===== src/cblm_pkg.sv =====
// ----------------------------------------------------------------------------
// cblm_pkg
// Shared types and constants of the cartridge bank latch mapper: access
// opcodes, controller-to-datapath command bundle, trigger window tags.
// ----------------------------------------------------------------------------
package cblm_pkg;

   typedef logic [1:0] opcode_type;

   localparam opcode_type OP_CPU_READ  = 2'd0;
   localparam opcode_type OP_CPU_WRITE = 2'd1;
   localparam opcode_type OP_PPU_READ  = 2'd2;
   localparam opcode_type OP_PPU_WRITE = 2'd3;

   typedef logic [0:0] csr_index_type;

   localparam csr_index_type CSR_PRG_COUNT = 1'd0;
   localparam csr_index_type CSR_CHR_COUNT = 1'd1;

   // Register page select, bus_address[15:12] of a CPU write
   localparam logic [3:0] PAGE_PRG_SEL = 4'hA;
   localparam logic [3:0] PAGE_LO_FD   = 4'hB;
   localparam logic [3:0] PAGE_LO_FE   = 4'hC;
   localparam logic [3:0] PAGE_HI_FD   = 4'hD;
   localparam logic [3:0] PAGE_HI_FE   = 4'hE;
   localparam logic [3:0] PAGE_MIRROR  = 4'hF;

   // Latch trigger windows, bus_address[15:3] (8-byte aligned)
   localparam logic [12:0] TRIG_LO_FD = 13'h01FB;  // $0FD8-$0FDF
   localparam logic [12:0] TRIG_LO_FE = 13'h01FD;  // $0FE8-$0FEF
   localparam logic [12:0] TRIG_HI_FD = 13'h03FB;  // $1FD8-$1FDF
   localparam logic [12:0] TRIG_HI_FE = 13'h03FD;  // $1FE8-$1FEF

   typedef struct packed {
      logic load;   // capture the request beat
      logic exec;   // evaluate, update mapper state, load result register
   } cmd_type;

endpackage


===== src/cblm_ctrl.sv =====
// ----------------------------------------------------------------------------
// cblm_ctrl
// Two-state sequencer: take a request beat, then evaluate it once the
// result register is free. Owns the result valid flag.
// ----------------------------------------------------------------------------
module cblm_ctrl (
   input  logic              clock,
   input  logic              reset,
   input  logic              req_valid,
   output logic              req_ready,
   output logic              rsp_valid,
   input  logic              rsp_ready,
   output cblm_pkg::cmd_type cmd
);
   import cblm_pkg::*;

   localparam logic ST_IDLE = 1'b0;
   localparam logic ST_EXEC = 1'b1;

   logic state_ff, state_in;
   logic rsp_valid_ff, rsp_valid_in;
   logic out_free;

   assign req_ready = (state_ff == ST_IDLE);
   assign rsp_valid = rsp_valid_ff;
   assign out_free  = !rsp_valid_ff || rsp_ready;

   always_comb begin
      cmd.load = req_valid && (state_ff == ST_IDLE);
      cmd.exec = (state_ff == ST_EXEC) && out_free;
   end

   always_comb begin
      state_in = state_ff;
      unique case (state_ff)
         ST_IDLE: begin
            if (req_valid) state_in = ST_EXEC;
         end
         ST_EXEC: begin
            if (out_free) state_in = ST_IDLE;
         end
         default: state_in = ST_IDLE;
      endcase
   end

   always_comb begin
      if (cmd.exec) rsp_valid_in = 1'b1;
      else if (rsp_ready) rsp_valid_in = 1'b0;
      else rsp_valid_in = rsp_valid_ff;
   end

   always_ff @(posedge clock) begin
      if (reset) begin
         state_ff     <= ST_IDLE;
         rsp_valid_ff <= 1'b0;
      end else begin
         state_ff     <= state_in;
         rsp_valid_ff <= rsp_valid_in;
      end
   end

   a_accept_to_exec: assert property (@(posedge clock) disable iff (reset)
      (req_valid && req_ready) |=> (state_ff == ST_EXEC))
      else $error("accepted beat did not move to evaluation");

   a_hold_when_blocked: assert property (@(posedge clock) disable iff (reset)
      ((state_ff == ST_EXEC) && rsp_valid_ff && !rsp_ready) |=> (state_ff == ST_EXEC))
      else $error("evaluation left while result register was full");

   a_exec_shows_result: assert property (@(posedge clock) disable iff (reset)
      cmd.exec |=> rsp_valid_ff)
      else $error("evaluated beat did not raise result valid");

endmodule


===== src/cblm_dp.sv =====
// ----------------------------------------------------------------------------
// cblm_dp
// Datapath: captured request, bank count registers, mapper state, shared
// bank remainder unit and the result register.
// ----------------------------------------------------------------------------
module cblm_dp (
   input  logic                    clock,
   input  logic                    reset,
   input  cblm_pkg::cmd_type       cmd,
   input  cblm_pkg::opcode_type    req_opcode,
   input  logic [15:0]             req_bus_address,
   input  logic [7:0]              req_write_data,
   input  logic                    csr_write_enable,
   input  cblm_pkg::csr_index_type csr_index,
   input  logic [7:0]              csr_write_data,
   output logic                    rsp_handled,
   output logic                    rsp_address_valid,
   output logic [20:0]             rsp_mapped_address,
   output logic                    rsp_mirror_override,
   output logic                    rsp_mirror_horizontal
);
   import cblm_pkg::*;

   // captured request (payload, no reset)
   opcode_type  op_ff;
   logic [15:0] addr_ff;
   logic [7:0]  data_ff;

   // configuration
   logic [7:0] prg_count_ff, chr_count_ff;

   // mapper state
   logic [3:0] prg_sel_ff, prg_sel_in;
   logic [4:0] lo_fd_ff, lo_fd_in, lo_fe_ff, lo_fe_in;
   logic [4:0] hi_fd_ff, hi_fd_in, hi_fe_ff, hi_fe_in;
   logic       latch_lo_ff, latch_lo_in, latch_hi_ff, latch_hi_in;
   logic       mir_set_ff, mir_set_in, mir_hor_ff, mir_hor_in;

   // result register
   logic        handled_ff, handled_in;
   logic        avalid_ff, avalid_in;
   logic [20:0] mapped_ff, mapped_in;

   // remainder unit
   logic [4:0] dividend;
   logic [7:0] divisor;
   logic [4:0] remainder;
   logic [5:0] rem_acc;
   logic [5:0] rem_shift;

   logic [4:0] chr_bank;
   logic [7:0] prg_bank;

   always_comb begin
      chr_bank = addr_ff[12] ? (latch_hi_ff ? hi_fe_ff : hi_fd_ff)
                             : (latch_lo_ff ? lo_fe_ff : lo_fd_ff);
      if (op_ff == OP_CPU_READ) begin
         dividend = {1'b0, prg_sel_ff};
         divisor  = prg_count_ff;
      end else begin
         dividend = chr_bank;
         divisor  = chr_count_ff;
      end
   end

   // Restoring remainder, one dividend bit per step, five narrow steps
   always_comb begin
      rem_acc   = 6'd0;
      rem_shift = 6'd0;
      for (int i = 4; i >= 0; i--) begin
         rem_shift = {rem_acc[4:0], dividend[i]};
         if ({2'b00, rem_shift} >= divisor)
            rem_acc = 6'((8'(rem_shift) - divisor));
         else
            rem_acc = rem_shift;
      end
      remainder = rem_acc[4:0];
   end

   // Fixed windows: count-3, count-2, count-1, floored at zero
   always_comb begin
      unique case (addr_ff[14:13])
         2'b00: prg_bank = {3'b000, remainder};
         2'b01: prg_bank = (prg_count_ff >= 8'd3) ? (prg_count_ff - 8'd3) : 8'd0;
         2'b10: prg_bank = (prg_count_ff >= 8'd2) ? (prg_count_ff - 8'd2) : 8'd0;
         2'b11: prg_bank = (prg_count_ff >= 8'd1) ? (prg_count_ff - 8'd1) : 8'd0;
         default: prg_bank = 8'd0;
      endcase
   end

   always_comb begin
      prg_sel_in  = prg_sel_ff;
      lo_fd_in    = lo_fd_ff;
      lo_fe_in    = lo_fe_ff;
      hi_fd_in    = hi_fd_ff;
      hi_fe_in    = hi_fe_ff;
      latch_lo_in = latch_lo_ff;
      latch_hi_in = latch_hi_ff;
      mir_set_in  = mir_set_ff;
      mir_hor_in  = mir_hor_ff;
      handled_in  = 1'b0;
      avalid_in   = 1'b0;
      mapped_in   = 21'd0;
      unique case (op_ff)
         OP_CPU_READ: begin
            if (addr_ff[15] && (prg_count_ff != 8'd0)) begin
               handled_in = 1'b1;
               avalid_in  = 1'b1;
               mapped_in  = {prg_bank, addr_ff[12:0]};
            end
         end
         OP_CPU_WRITE: begin
            if (addr_ff[15]) begin
               handled_in = 1'b1;
               unique case (addr_ff[15:12])
                  PAGE_PRG_SEL: prg_sel_in = data_ff[3:0];
                  PAGE_LO_FD:   lo_fd_in   = data_ff[4:0];
                  PAGE_LO_FE:   lo_fe_in   = data_ff[4:0];
                  PAGE_HI_FD:   hi_fd_in   = data_ff[4:0];
                  PAGE_HI_FE:   hi_fe_in   = data_ff[4:0];
                  PAGE_MIRROR: begin
                     mir_set_in = 1'b1;
                     mir_hor_in = data_ff[0];
                  end
                  default: ;
               endcase
            end
         end
         OP_PPU_READ: begin
            if ((addr_ff[15:13] == 3'b000) && (chr_count_ff != 8'd0)) begin
               handled_in = 1'b1;
               avalid_in  = 1'b1;
               mapped_in  = {4'b0000, remainder, addr_ff[11:0]};
               if (addr_ff[15:3] == TRIG_LO_FD) latch_lo_in = 1'b0;
               else if (addr_ff[15:3] == TRIG_LO_FE) latch_lo_in = 1'b1;
               else if (addr_ff[15:3] == TRIG_HI_FD) latch_hi_in = 1'b0;
               else if (addr_ff[15:3] == TRIG_HI_FE) latch_hi_in = 1'b1;
            end
         end
         OP_PPU_WRITE: begin
            if ((addr_ff[15:13] == 3'b000) && (chr_count_ff == 8'd0)) begin
               handled_in = 1'b1;
               avalid_in  = 1'b1;
               mapped_in  = {5'b00000, addr_ff};
            end
         end
         default: ;
      endcase
   end

   always_ff @(posedge clock) begin
      if (cmd.load) begin
         op_ff   <= req_opcode;
         addr_ff <= req_bus_address;
         data_ff <= req_write_data;
      end
      if (cmd.exec) begin
         handled_ff <= handled_in;
         avalid_ff  <= avalid_in;
         mapped_ff  <= mapped_in;
      end
   end

   always_ff @(posedge clock) begin
      if (reset) begin
         prg_count_ff <= 8'd0;
         chr_count_ff <= 8'd0;
      end else if (csr_write_enable) begin
         unique case (csr_index)
            CSR_PRG_COUNT: prg_count_ff <= csr_write_data;
            CSR_CHR_COUNT: chr_count_ff <= csr_write_data;
            default: ;
         endcase
      end
   end

   always_ff @(posedge clock) begin
      if (reset) begin
         prg_sel_ff  <= 4'd0;
         lo_fd_ff    <= 5'd0;
         lo_fe_ff    <= 5'd0;
         hi_fd_ff    <= 5'd0;
         hi_fe_ff    <= 5'd0;
         latch_lo_ff <= 1'b0;
         latch_hi_ff <= 1'b0;
         mir_set_ff  <= 1'b0;
         mir_hor_ff  <= 1'b0;
      end else if (cmd.exec) begin
         prg_sel_ff  <= prg_sel_in;
         lo_fd_ff    <= lo_fd_in;
         lo_fe_ff    <= lo_fe_in;
         hi_fd_ff    <= hi_fd_in;
         hi_fe_ff    <= hi_fe_in;
         latch_lo_ff <= latch_lo_in;
         latch_hi_ff <= latch_hi_in;
         mir_set_ff  <= mir_set_in;
         mir_hor_ff  <= mir_hor_in;
      end
   end

   // mirror fields report the state after this access
   assign rsp_handled           = handled_ff;
   assign rsp_address_valid     = avalid_ff;
   assign rsp_mapped_address    = mapped_ff;
   assign rsp_mirror_override   = mir_set_ff;
   assign rsp_mirror_horizontal = mir_hor_ff;

   a_latch_only_on_exec: assert property (@(posedge clock) disable iff (reset)
      !cmd.exec |=> ($stable(latch_lo_ff) && $stable(latch_hi_ff)))
      else $error("character latch moved without an evaluated beat");

   a_mirror_sticky: assert property (@(posedge clock) disable iff (reset)
      mir_set_ff |=> mir_set_ff)
      else $error("mirror override flag dropped");

endmodule


===== src/cartridge_bank_latch_mapper_unit.sv =====
// Latency: an accepted beat is captured, then evaluated into the response
//   register. Throughput: the sequencer's capture and evaluation steps set it;
//   no new beat is taken before the held one is evaluated. A held response
//   stalls the next evaluation; the request side stays closed until it runs.
// Reset: synchronous, active high; clears bank counts, bank registers, latches
//   (FD selected), mirroring flags and all handshake state. No clearing pass.
// ----------------------------------------------------------------------------
// cartridge_bank_latch_mapper_unit
// Bank mapper with FD/FE latched character banks. Each request beat is one
// bus access (CPU/PPU read/write); each produces exactly one response beat.
// ----------------------------------------------------------------------------
module cartridge_bank_latch_mapper_unit (
   input  logic                    clock,
   input  logic                    reset,
   // request channel
   input  logic                    req_valid,
   output logic                    req_ready,
   input  cblm_pkg::opcode_type    req_opcode,
   input  logic [15:0]             req_bus_address,
   input  logic [7:0]              req_write_data,
   // response channel
   output logic                    rsp_valid,
   input  logic                    rsp_ready,
   output logic                    rsp_handled,
   output logic                    rsp_address_valid,
   output logic [20:0]             rsp_mapped_address,
   output logic                    rsp_mirror_override,
   output logic                    rsp_mirror_horizontal,
   // configuration write port
   input  logic                    csr_write_enable,
   input  cblm_pkg::csr_index_type csr_index,
   input  logic [7:0]              csr_write_data
);
   import cblm_pkg::*;

   // Command bundle from the sequencer: load captures the beat, exec
   // evaluates it and commits state plus response in the same edge.
   cmd_type cmd;

   // Sequencer: ready only when no beat is held; evaluate only when the
   // response register is empty or draining this cycle.
   cblm_ctrl u_ctrl (
      .clock     (clock),
      .reset     (reset),
      .req_valid (req_valid),
      .req_ready (req_ready),
      .rsp_valid (rsp_valid),
      .rsp_ready (rsp_ready),
      .cmd       (cmd)
   );

   // Datapath: one shared bank remainder unit serves both the program
   // switchable window and the character halves; latches advance after
   // the bank is chosen.
   cblm_dp u_dp (
      .clock                 (clock),
      .reset                 (reset),
      .cmd                   (cmd),
      .req_opcode            (req_opcode),
      .req_bus_address       (req_bus_address),
      .req_write_data        (req_write_data),
      .csr_write_enable      (csr_write_enable),
      .csr_index             (csr_index),
      .csr_write_data        (csr_write_data),
      .rsp_handled           (rsp_handled),
      .rsp_address_valid     (rsp_address_valid),
      .rsp_mapped_address    (rsp_mapped_address),
      .rsp_mirror_override   (rsp_mirror_override),
      .rsp_mirror_horizontal (rsp_mirror_horizontal)
   );

   // A blocked ROM write never carries a meaningful address
   a_valid_needs_claim: assert property (@(posedge clock) disable iff (reset)
      (rsp_valid && rsp_address_valid) |-> rsp_handled)
      else $error("address valid on an unclaimed access");

endmodule

===== config.mk =====
export PLATFORM = sky130hd
export DESIGN_NAME = cartridge_bank_latch_mapper_unit
export DESIGN_NICKNAME = d
export VERILOG_FILES = /design/src/cblm_pkg.sv /design/src/cblm_ctrl.sv /design/src/cblm_dp.sv /design/src/cartridge_bank_latch_mapper_unit.sv
export SDC_FILE = /design/constraint.sdc
export NUM_CORES = 1
export LEC_CHECK = 0
export ABC_AREA = 1
export ABC_CLOCK_PERIOD_IN_PS = 10300
export BUFFER_PORTS_ARGS = -buffer_cell sky130_fd_sc_hd__buf_2
export CORE_MARGIN = 2
export CORE_UTILIZATION = 55
export CTS_BUF_LIST = sky130_fd_sc_hd__clkbuf_4 sky130_fd_sc_hd__clkbuf_8 sky130_fd_sc_hd__clkbuf_16
export DETAILED_ROUTE_END_ITERATION = 6
export HOLD_SLACK_MARGIN = 0.03
export PLACE_DENSITY = 0.81
export RECOVER_POWER = 25
export SETUP_SLACK_MARGIN = 0.3
export SLEW_MARGIN = 40
export SYNTH_ARGS = -nofsm -noshare
export SYNTH_HDL_FRONTEND = slang
export SYNTH_HIERARCHICAL = 1
export SYNTH_SLANG_ARGS = --single-unit

===== constraint.sdc =====
create_clock -name clock -period 10.3 [get_ports clock]
set_clock_uncertainty 0.1 [all_clocks]
set_input_delay 0.515 -clock clock [delete_from_list [all_inputs] [get_ports clock]]
set_output_delay 0.515 -clock clock [all_outputs]
set_load 0.005 [all_outputs]

**Yosys cells after proc, flatten, opt, wreduce, memory -nomap -nowiden**

Index checks and enable logic that the tools add are counted.

- $add $sub $neg: 8
- Magnitude comparators: 8
- Equal/unequal tests: 16
- Muxes and demuxes: 33
- Bitwise operators: 4
- Reductions and logical operators: 26

Operators by type and width:

| cell | count |
|---|---|
| case mux 21 bit (3 select lines) | 1 |
| 2-to-1 mux 5 bit | 9 |
| greater-or-equal comparator 6 x 8 -> 1 bit | 4 |
| 2-to-1 mux 8 bit | 4 |
| case mux 8 bit (4 select lines) | 1 |
| AND reduction 4 bit | 7 |
| == test 13 x 10 -> 1 bit (second input constant) | 2 |
| == test 13 x 9 -> 1 bit (second input constant) | 2 |
| == test 4 bit (second input constant) | 6 |
| 2-to-1 mux 21 bit | 1 |
| subtractor 5 bit | 4 |
| 2-to-1 mux 17 bit | 1 |
| greater-or-equal comparator 8 x 2 -> 1 bit (second input constant) | 2 |
| 2-to-1 mux 16 bit | 1 |
| nonzero test 8 bit | 2 |
| subtractor 8 x 2 -> 8 bit (second input constant) | 2 |
| 2-to-1 mux 1 bit | 12 |
| == test 2 bit (second input constant) | 4 |
| greater-or-equal comparator 1 x 8 -> 1 bit | 1 |
| greater-or-equal comparator 8 x 1 -> 1 bit (second input constant) | 1 |
| zero test 8 bit | 1 |
| subtractor 8 x 1 -> 8 bit (second input constant) | 1 |
| AND reduction 6 bit | 1 |
| nonzero test 2 bit | 3 |
| other kinds (12) | 22 |

- Bits in registers: 92
- Input bits: 40
- Output and inout bits: 27
- Word-level logic and storage cells: 114

**Depth between registers and ports, before layout**

Gate-level depths: netlist (run 1).

- Depth after elaboration: 16
- Gate-level depth with buffers: 52
- Depth with buffers taken out: 51

**Cells and area by module**

The synthesis (run 1) kept the hierarchy.

By module, submodules not included:

| module | times used | cells an instance | area each (um2) | sequential area each (um2) |
|---|---|---|---|---|
| cblm_dp | 1 | 665 | 5,466.5 | 2,262.2 |
| cblm_ctrl | 1 | 12 | 91.3 | 40.0 |

**Worst setup path before layout (run 1)**

OpenSTA, ideal clock, no wires.

- Path kind: reg-to-reg
- From: register u_dp.op_ff[0]
- To: register u_dp.mapped_ff[12], in the netlist u_dp/rsp_mapped_address[12], data pin
- Library setup time: 257 ps
- Arrival: 6,862 ps
- Path slack: 3,081 ps
- Cell stages (with the launch flop): 43
- Path buffers: 1
- Period minus slack after synthesis: 7,219 ps
- Path through: edfxtp_1 > inv_2 > nand2_4 > buf_2 > o21ai_0 > ha_1 > inv_1 > ha_1 > inv_1 > nand2_1 > nand4_1 > nand2_1 > fa_1 > nand3b_1 > nand3_1 > nand3_1 > nand2_1 > nand2_2 > [7 not listed] > nor2_8 > nand2_1 > nand2_2 > fa_1 > o21ai_0 > a21oi_2 > nand2_2 > inv_4 > or2_1 > and2_1 > ha_1 > a21oi_1 > o21ai_0 > a21oi_1 > nand2_1 > inv_2 > nand2_1 > a32o_1

- Longest elaborated chain between the ends: 14

RTL lines:

| what | RTL line | RTL |
|---|---|---|
| start: declaration | cblm_dp.sv:25 | `opcode_type op_ff;` |
| start signal: assignment | cblm_dp.sv:153 | `op_ff <= req_opcode;` |
| zero test 2 bit | cblm_dp.sv:57, cblm_dp.sv:104 |  |
| 2-to-1 mux 5 bit or 2-to-1 mux 8 bit (tied branches) | cblm_dp.sv:57 | `if (op_ff == OP_CPU_READ) begin` |
| greater-or-equal comparator 1 x 8 -> 1 bit or subtractor 1 x 5 -> 5 bit (tied branches) | cblm_dp.sv:72, cblm_dp.sv:73 |  |
| 2-to-1 mux 5 bit | cblm_dp.sv:72 | `if ({2'b00, rem_shift} >= divisor)` |
| greater-or-equal comparator 6 x 8 -> 1 bit or subtractor 5 bit (tied branches) | cblm_dp.sv:72, cblm_dp.sv:73 |  |
| 2-to-1 mux 5 bit | cblm_dp.sv:72 |  |
| greater-or-equal comparator 6 x 8 -> 1 bit or subtractor 5 bit (tied branches) | cblm_dp.sv:72, cblm_dp.sv:73 |  |
| 2-to-1 mux 5 bit | cblm_dp.sv:72 |  |
| greater-or-equal comparator 6 x 8 -> 1 bit or subtractor 5 bit (tied branches) | cblm_dp.sv:72, cblm_dp.sv:73 |  |
| 2-to-1 mux 5 bit | cblm_dp.sv:72 |  |
| greater-or-equal comparator 6 x 8 -> 1 bit | cblm_dp.sv:72 |  |
| 2-to-1 mux 5 bit | cblm_dp.sv:72 |  |
| 2-to-1 mux 17 bit | cblm_dp.sv:130 | `if ((addr_ff[15:13] == 3'b000) && (chr_count_ff != 8'd0)) begin` |
| case mux 21 bit (3 select lines) * | cblm_dp.sv:104 | `unique case (op_ff)` |
| named net u_dp.mapped_in[12] | cblm_dp.sv:42 | `logic [20:0] mapped_ff, mapped_in;` |
| end signal: assignment | cblm_dp.sv:160 | `mapped_ff <= mapped_in;` |
| end: declaration | cblm_dp.sv:42 |  |

The timed path passes the listed nets; every way through them passes the cells marked *.
A chain may end at the register's enable or synchronous reset.

**Final worst setup path (run 1)**

- From: register u_dp.addr_ff[12]
- To: register u_dp.mapped_ff[13], in the netlist u_dp/rsp_mapped_address[13], data pin

- Longest elaborated chain between the ends: 15

RTL lines:

| what | RTL line | RTL |
|---|---|---|
| start: declaration | cblm_dp.sv:26 | `logic [15:0] addr_ff;` |
| start signal: assignment | cblm_dp.sv:154 | `addr_ff <= req_bus_address;` |
| 2-to-1 mux 5 bit * | cblm_dp.sv:55 | `chr_bank = addr_ff[12] ? (latch_hi_ff ? hi_fe_ff : hi_fd_ff)` |
| 2-to-1 mux 5 bit * | cblm_dp.sv:57 |  |
| greater-or-equal comparator 1 x 8 -> 1 bit or subtractor 1 x 5 -> 5 bit (tied branches) | cblm_dp.sv:72, cblm_dp.sv:73 |  |
| 2-to-1 mux 5 bit | cblm_dp.sv:72 |  |
| greater-or-equal comparator 6 x 8 -> 1 bit or subtractor 5 bit (tied branches) | cblm_dp.sv:72, cblm_dp.sv:73 |  |
| 2-to-1 mux 5 bit | cblm_dp.sv:72 |  |
| greater-or-equal comparator 6 x 8 -> 1 bit or subtractor 5 bit (tied branches) | cblm_dp.sv:72, cblm_dp.sv:73 |  |
| 2-to-1 mux 5 bit | cblm_dp.sv:72 |  |
| greater-or-equal comparator 6 x 8 -> 1 bit or subtractor 5 bit (tied branches) | cblm_dp.sv:72, cblm_dp.sv:73 |  |
| 2-to-1 mux 5 bit | cblm_dp.sv:72 |  |
| greater-or-equal comparator 6 x 8 -> 1 bit | cblm_dp.sv:72 |  |
| 2-to-1 mux 5 bit * | cblm_dp.sv:72 |  |
| case mux 8 bit (4 select lines) | cblm_dp.sv:82 | `unique case (addr_ff[14:13])` |
| 2-to-1 mux 21 bit | cblm_dp.sv:106 | `if (addr_ff[15] && (prg_count_ff != 8'd0)) begin` |
| case mux 21 bit (3 select lines) * | cblm_dp.sv:104 |  |
| named net u_dp.mapped_in[13] | cblm_dp.sv:42 |  |

Marks and branches as above.

==> results.sh, run 1 <==
export IMPL_status="finished with violations"
export IMPL_failed_checks="max-capacitance violations, max-slew violations"
export IMPL_total_power_mw=1.467
export IMPL_insertion_delay_ns=0.37
export IMPL_io_pins=67
export IMPL_clk_pin_slew_ns=0.10
export IMPL_relSlewSlack=-0.1987
export IMPL_area_growth_syn_to_layout_pct=10.90
export IMPL_overflow=0
export IMPL_finalWirelength_um=12500
export IMPL_power_leakage_nw=2.782
export IMPL_final_area_um2=6163
export IMPL_antenna_found_initial=0
export IMPL_ant_nets=0
export IMPL_cts_tree="yes"
export IMPL_initial_core_util=0.5686
export IMPL_arrival_ns=8.32
export IMPL_synth_top_flop_cell="edfxtp_1"
export IMPL_synth_edff_count=46
export IMPL_wl_per_cell_um=14.32
export IMPL_die_area_um2=10930
export IMPL_viasPerCell=5.439
export IMPL_syn_area_um2=5558
export IMPL_grt_max_degree=34
export IMPL_cp_end_kind="register"
export IMPL_avgSynthCellArea_um2=8.209
export IMPL_async_flop_share=0
export IMPL_hold_violations=0
export IMPL_yosysWarnings=6
export IMPL_worst_slack_ns=1.999
export IMPL_core_rowCount=36
export IMPL_drc=0
export IMPL_critical_path_class="register to register"
export IMPL_grtUsageMet1=0.3120
export IMPL_syn_inst=677
export IMPL_yosysSeqAreaShare=0.4142
export IMPL_cts_sinks=92
export IMPL_portBuffers=63
export IMPL_grt_pass1_wl_um=20800
export IMPL_fin_hold_ws_ns=0.2140
export IMPL_core_um2=9774
export IMPL_grt_use_met2=0.3964
export IMPL_syn_nets=754
export IMPL_fillCellCount=825
export IMPL_worstPathMaxFanout=17
export IMPL_tns_ns=0
export IMPL_grt_setup_unrepaired="no"
export IMPL_post_cts_buffers=0
export IMPL_cts_root_buf="clkbuf_8"
export IMPL_irDropWorstVdd_mv=0.2006
export IMPL_regArea_um2=2302
export IMPL_slowest_stage="edfxtp_1"
export IMPL_post_route_min_period_ns=8.301
export IMPL_cts_resized=0
export IMPL_die_w_um=104.5
export IMPL_critPathMaxStageDelay_ns=0.84
export IMPL_drtPass1Iterations=5
export IMPL_hpwl_um=9440
export IMPL_cap_violations=1
export IMPL_synth_cell_types=48
export IMPL_htreeDepth=3
export IMPL_place_gp_congestion=0.9695
export IMPL_cp_start_kind="register"
export IMPL_dp_slack_ns=1.949
export IMPL_dr_first_iter_drc_count=220
export IMPL_multi_input_comb_area_um2=2781
export IMPL_max_freq_mhz=120.5
export IMPL_placed_area_um2=5972
export IMPL_hold_buffers=0
export IMPL_nNetsFinal=812
export IMPL_grt_busiest_layer="met2"
export IMPL_grt_pass1_vias=4476
export IMPL_p_per_area_nw_per_um2=238.0
export IMPL_cts_buffers=9
export IMPL_vias=4748
export IMPL_setup_viol=0
export IMPL_synth_seq_cells=92
export IMPL_clk_path_buf_depth=2
export IMPL_antenna_cells=0
export IMPL_crit_required_ns=10.32
export IMPL_grt_usage=0.2359
export IMPL_worst_pin_slew_ns=1.791
export IMPL_die_h_um=104.5
export IMPL_use_met3=0.04198
export IMPL_crit_top_cell="nand2_1"
export IMPL_min_delay_path_class="input pin to register"
export IMPL_slew_violations=24
export IMPL_drive_gt1_frac=0.1649
export IMPL_fin_crit_sh=0.8059
## critical path, delay by kind of cell, from the launching register on
| family | cells | cell delay (ns) |
|---|---|---|
| AO/OA/AOI/OAI | 12 | 2.48 |
| adder cells (fa/ha/maj) | 6 | 1.81 |
| buffers and inverters | 6 | 0.49 |
| flip-flops | 1 | 0.84 |
| AND/OR/NAND/NOR | 19 | 2.29 |
## state kept, by name, summed over array words and instances (netlist names), 2 cells and up
name and flops:
u_dp/prg_sel_ff 4, u_dp/data_ff 5, u_dp/op_ff 2, u_dp/rsp_mapped_address 21, u_dp/prg_count_ff 8, u_dp/lo_fd_ff 5
u_dp/addr_ff 16, u_dp/hi_fe_ff 5, u_dp/lo_fe_ff 5, u_dp/chr_count_ff 8, u_dp/hi_fd_ff 5
## power by group
group | leakage [nW] | internal (mW) | total, mW | switching (mW)
logic | 1.86 | 0.305 | 0.816 | 0.511
clock network | 0.0993 | 0.0940 | 0.233 | 0.139
registers | 0.825 | 0.404 | 0.418 | 0.0137
total | 2.78 | 0.803 | 1.47 | 0.664
## final timing paths
| check | end | slack [ns] | startpoint | depth (start not counted) |
|---|---|---|---|---|
| worst max-delay path | u_dp/rsp_mapped_address[13] | 2.00 | u_dp/addr_ff[12] | 43 |
| worst min-delay path | u_dp/addr_ff[5] | 0.21 | req_bus_address[5] | 1 |
| worst max register to register | u_dp/rsp_mapped_address[13] | 2.00 | u_dp/addr_ff[12] | 43 |
| worst min register to register | u_dp/prg_sel_ff[0] | 0.35 | u_dp/prg_sel_ff[0] | 2 |
## metal layers
metal	wire length (um)	vias to the layer above
met1	5460	2196
met4	164	0
met5	0	-
met3	827	18
li1	-	2375
met2	6047	159
## final cells by class
class                      count  area share
multi-input combinational    462      0.4513
sequential                    92      0.3735
inverter                     106     0.06537
timing repair buffer          64     0.05177
tap                          133     0.02700
clock buffer                   9     0.02010
clock inverter                 7     0.01096
## through the flow
stage          utilization  instances
2_1_floorplan            -        677
3_3_place_gp        0.6105        857
3_5_place_dp        0.6110        857
4_1_cts             0.6306        873
5_1_grt             0.6306        873
6_report            0.6306        873
## synthesized netlist by cell type, drive strengths merged, types with 2 or more instances
cell	instances	area share
fa	4	0.014
o22ai	5	0.0056
o21ai	64	0.059
xnor2	12	0.019
clkbuf	5	0.0034
dfxtp	46	0.17
inv	106	0.072
edfxtp	46	0.25
a211oi	10	0.014
o221ai	2	0.0032
nand4	7	0.0079
and2	3	0.0034
xor2	13	0.020
o211ai	5	0.0068
nand2	114	0.087
or2	3	0.0034
o2111ai	2	0.0032
nand3	32	0.032
a21oi	64	0.059
nor4	5	0.012
nor2	69	0.054
ha	33	0.074
buf	12	0.011
o21bai	2	0.0034
nor3	9	0.0099
## cells by family (layout without fill, tap and decap cells)
group           after synthesis  after routing  synth area share
flops                        92             92            0.4142
xor+xnor                     25             25           0.03940
compound gates              157            157            0.1592
buf+inv                     123            186           0.08735
simple gates                243            243            0.2112
fa+ha+maj                    37             37           0.08870
## layout by cell type, fill, tap and decap left out, types with 3 or more instances in the layout
cell        n
a211oi_1   10
a21oi_1    62
and2_1      3
buf_2      63
clkbuf_8    9
dfxtp_1    46
edfxtp_1   46
fa_1        4
ha_1       33
inv_1      98
inv_2       6
inv_6       3
nand2_1   104
nand2_2     6
nand2_4     3
nand3_1    28
nand3_2     4
nand4_1     7
nor2_1     62
nor2_2      3
nor2_4      3
nor3_1      7
o211ai_1    5
o21ai_0    57
o21ai_1     5
o22ai_1     5
xnor2_1    12
xor2_1     13
No activity file was read; power rests on OpenSTA's default activity.
==> inputs of run 2 (changes only) <==
ABC_CLOCK_PERIOD_IN_PS = 8100   (was 10300)
clock period = 8.1 ns   (was 10.3 ns; I/O delays follow)
==> run 2 against run 1 <==
The flow now finishes without violations. Via count decreased by 0.59%. Core utilization up 1.6 points. Global-route usage is 0.30 points lower. Sequential share of layout area is 0.90 points lower. Clock-buffer cell count stayed put. Combinational power rose by 36%. Critical path depth did not move. Worst hold slack worse by 0.11 ns. Design area up 2.5%. Cell count increased by 1.0%. Critical path type unchanged. Clock power increased by 26%.
==> results.sh, run 2 (same netlist as run 1, synthesis figures left out) <==
export IMPL_slew_violations=0
export IMPL_die_w_um=104.5
export IMPL_use_met3=0.03321
export IMPL_grt_pass1_wl_um=20570
export IMPL_clk_path_buf_depth=2
export IMPL_fillCellCount=824
export IMPL_critPathCapture="u_dp/rsp_mapped_address[12]"
export IMPL_relSlewSlack=0.05703
export IMPL_hpwl_um=9610
export IMPL_multi_input_comb_area_um2=2875
export IMPL_status="completed"
export IMPL_cp_top_family="simple AND/OR/NAND/NOR gates"
export IMPL_min_delay_path_class="input pin to register"
export IMPL_critPathLaunch="u_dp/op_ff[0]"
export IMPL_place_gp_congestion=0.9813
export IMPL_fin_hold_ws_ns=0.1078
export IMPL_setup_viol=0
export IMPL_cts_buffers=9
export IMPL_reg2reg_slack_ns=0.76
export IMPL_cap_violations=0
export IMPL_dp_slack_ns=0.2105
export IMPL_insertion_delay_ns=0.36
export IMPL_hold_violations=0
export IMPL_core_um2=9774
export IMPL_drtPass1Iterations=5
export IMPL_viasPerCell=5.351
export IMPL_dp_cells=861
export IMPL_critical_path_class="register to register"
export IMPL_slowest_stage="edfxtp_1"
export IMPL_clk_pin_slew_ns=0.10
export IMPL_grt_pass1_vias=4462
export IMPL_cts_sinks=92
export IMPL_critPathMaxStageDelay_ns=0.53
export IMPL_stdcell_count=882
export IMPL_irDropWorstVdd_mv=0.2722
export IMPL_path_buf_inv=7
export IMPL_worst_slack_ns=0.7620
export IMPL_core_rowCount=36
export IMPL_nNetsFinal=821
export IMPL_crit_top_cell="nand2_2"
export IMPL_antenna_cells=0
export IMPL_max_freq_mhz=136.3
export IMPL_p_per_area_nw_per_um2=306.2
export IMPL_tns_ns=0
export IMPL_grt_usage=0.2330
export IMPL_io_pins=67
export IMPL_cp_end_kind="register"
export IMPL_worst_pin_slew_ns=1.414
export IMPL_cp_start_kind="register"
export IMPL_finalWirelength_um=12580
export IMPL_crit_required_ns=8.12
export IMPL_drive_gt1_frac=0.1802
export IMPL_worstPathMaxFanout=16
export IMPL_r2r_worst_path_cells=43
export IMPL_cts_tree="yes"
export IMPL_drc=0
export IMPL_holdCritStartpoint="req_write_data[1]"
export IMPL_final_cell_mix="nand2_1 (100), inv_1 (97), nor2_1 (61), a21oi_1 (60), buf_2 (54)"
export IMPL_hold_buffers=0
export IMPL_ant_nets=0
export IMPL_post_route_min_period_ns=7.338
export IMPL_grt_setup_unrepaired="no"
export IMPL_wl_per_cell_um=14.26
export IMPL_grt_max_degree=34
export IMPL_path_depth=43
export IMPL_die_area_um2=10930
export IMPL_portBuffers=63
export IMPL_reg2reg_to="u_dp/rsp_mapped_address[12]"
export IMPL_fin_crit_sh=0.9059
export IMPL_final_area_um2=6316
export IMPL_htreeDepth=3
export IMPL_largest_reg_flops=21
export IMPL_regArea_um2=2302
export IMPL_reg2reg_from="u_dp/op_ff[0]"
export IMPL_antenna_found_initial=0
export IMPL_overflow=0
export IMPL_vias=4720
export IMPL_grt_use_met2=0.4090
export IMPL_grtUsageMet1=0.2956
export IMPL_finish_utilization=0.6462
export IMPL_cts_root_buf="clkbuf_8"
export IMPL_grt_busiest_layer="met2"
export IMPL_dr_first_iter_drc_count=243
export IMPL_area_growth_syn_to_layout_pct=13.64
export IMPL_arrival_ns=7.36
export IMPL_total_power_mw=1.934
export IMPL_placed_area_um2=6002
export IMPL_die_h_um=104.5
export IMPL_initial_core_util=0.5686
export IMPL_layout_commonest_cell="nand2_1"
export IMPL_power_leakage_nw=2.809
[run 2: cell types whose count changed in the layout (fill, tap and decap cells not counted), sizes merged]
cell	before	now
clkbuf	10	18
buf	63	64
[run 2: how the worst min path moves through the flow]
stage                               to  slack (ns)  depth (start not counted)
floorplan           u_dp/prg_sel_ff[0]        0.32                          2
global placement    u_dp/prg_sel_ff[0]        0.33                          2
detailed placement  u_dp/prg_sel_ff[3]        0.34                          2
CTS                    u_dp/data_ff[4]         0.1                          1
global route          u_dp/addr_ff[12]        0.08                          1
finish                 u_dp/data_ff[1]        0.11                          1
[run 2: final cells by class]
class | instances | share of cell area
tap | 133 | 0.02635
clock inverter | 7 | 0.01070
timing repair buffer | 73 | 0.05943
inverter | 106 | 0.06418
clock buffer | 9 | 0.01961
sequential | 92 | 0.3645
multi-input combinational | 462 | 0.4552
[run 2: report_power, final]
group	total (mW)	internal (mW)	switching, mW
clock network	0.294	0.120	0.174
logic	1.11	0.426	0.685
registers	0.530	0.514	0.0159
total	1.93	1.06	0.875
[run 2: layer usage]
metal	up-vias	share of wire
met5	-	0
met3	25	0.055
met4	0	0.018
li1	2393	-
met2	140	0.49
met1	2162	0.43
[run 2: repair_timing]
action / 4_1_cts / 5_1_grt
buffers inserted: 0 / 5
pin swaps: 0 / 5
resized for setup: 2 / 20
endpoints found under the setup margin: 6 / 6
hold endpoints to repair: 0 / 0
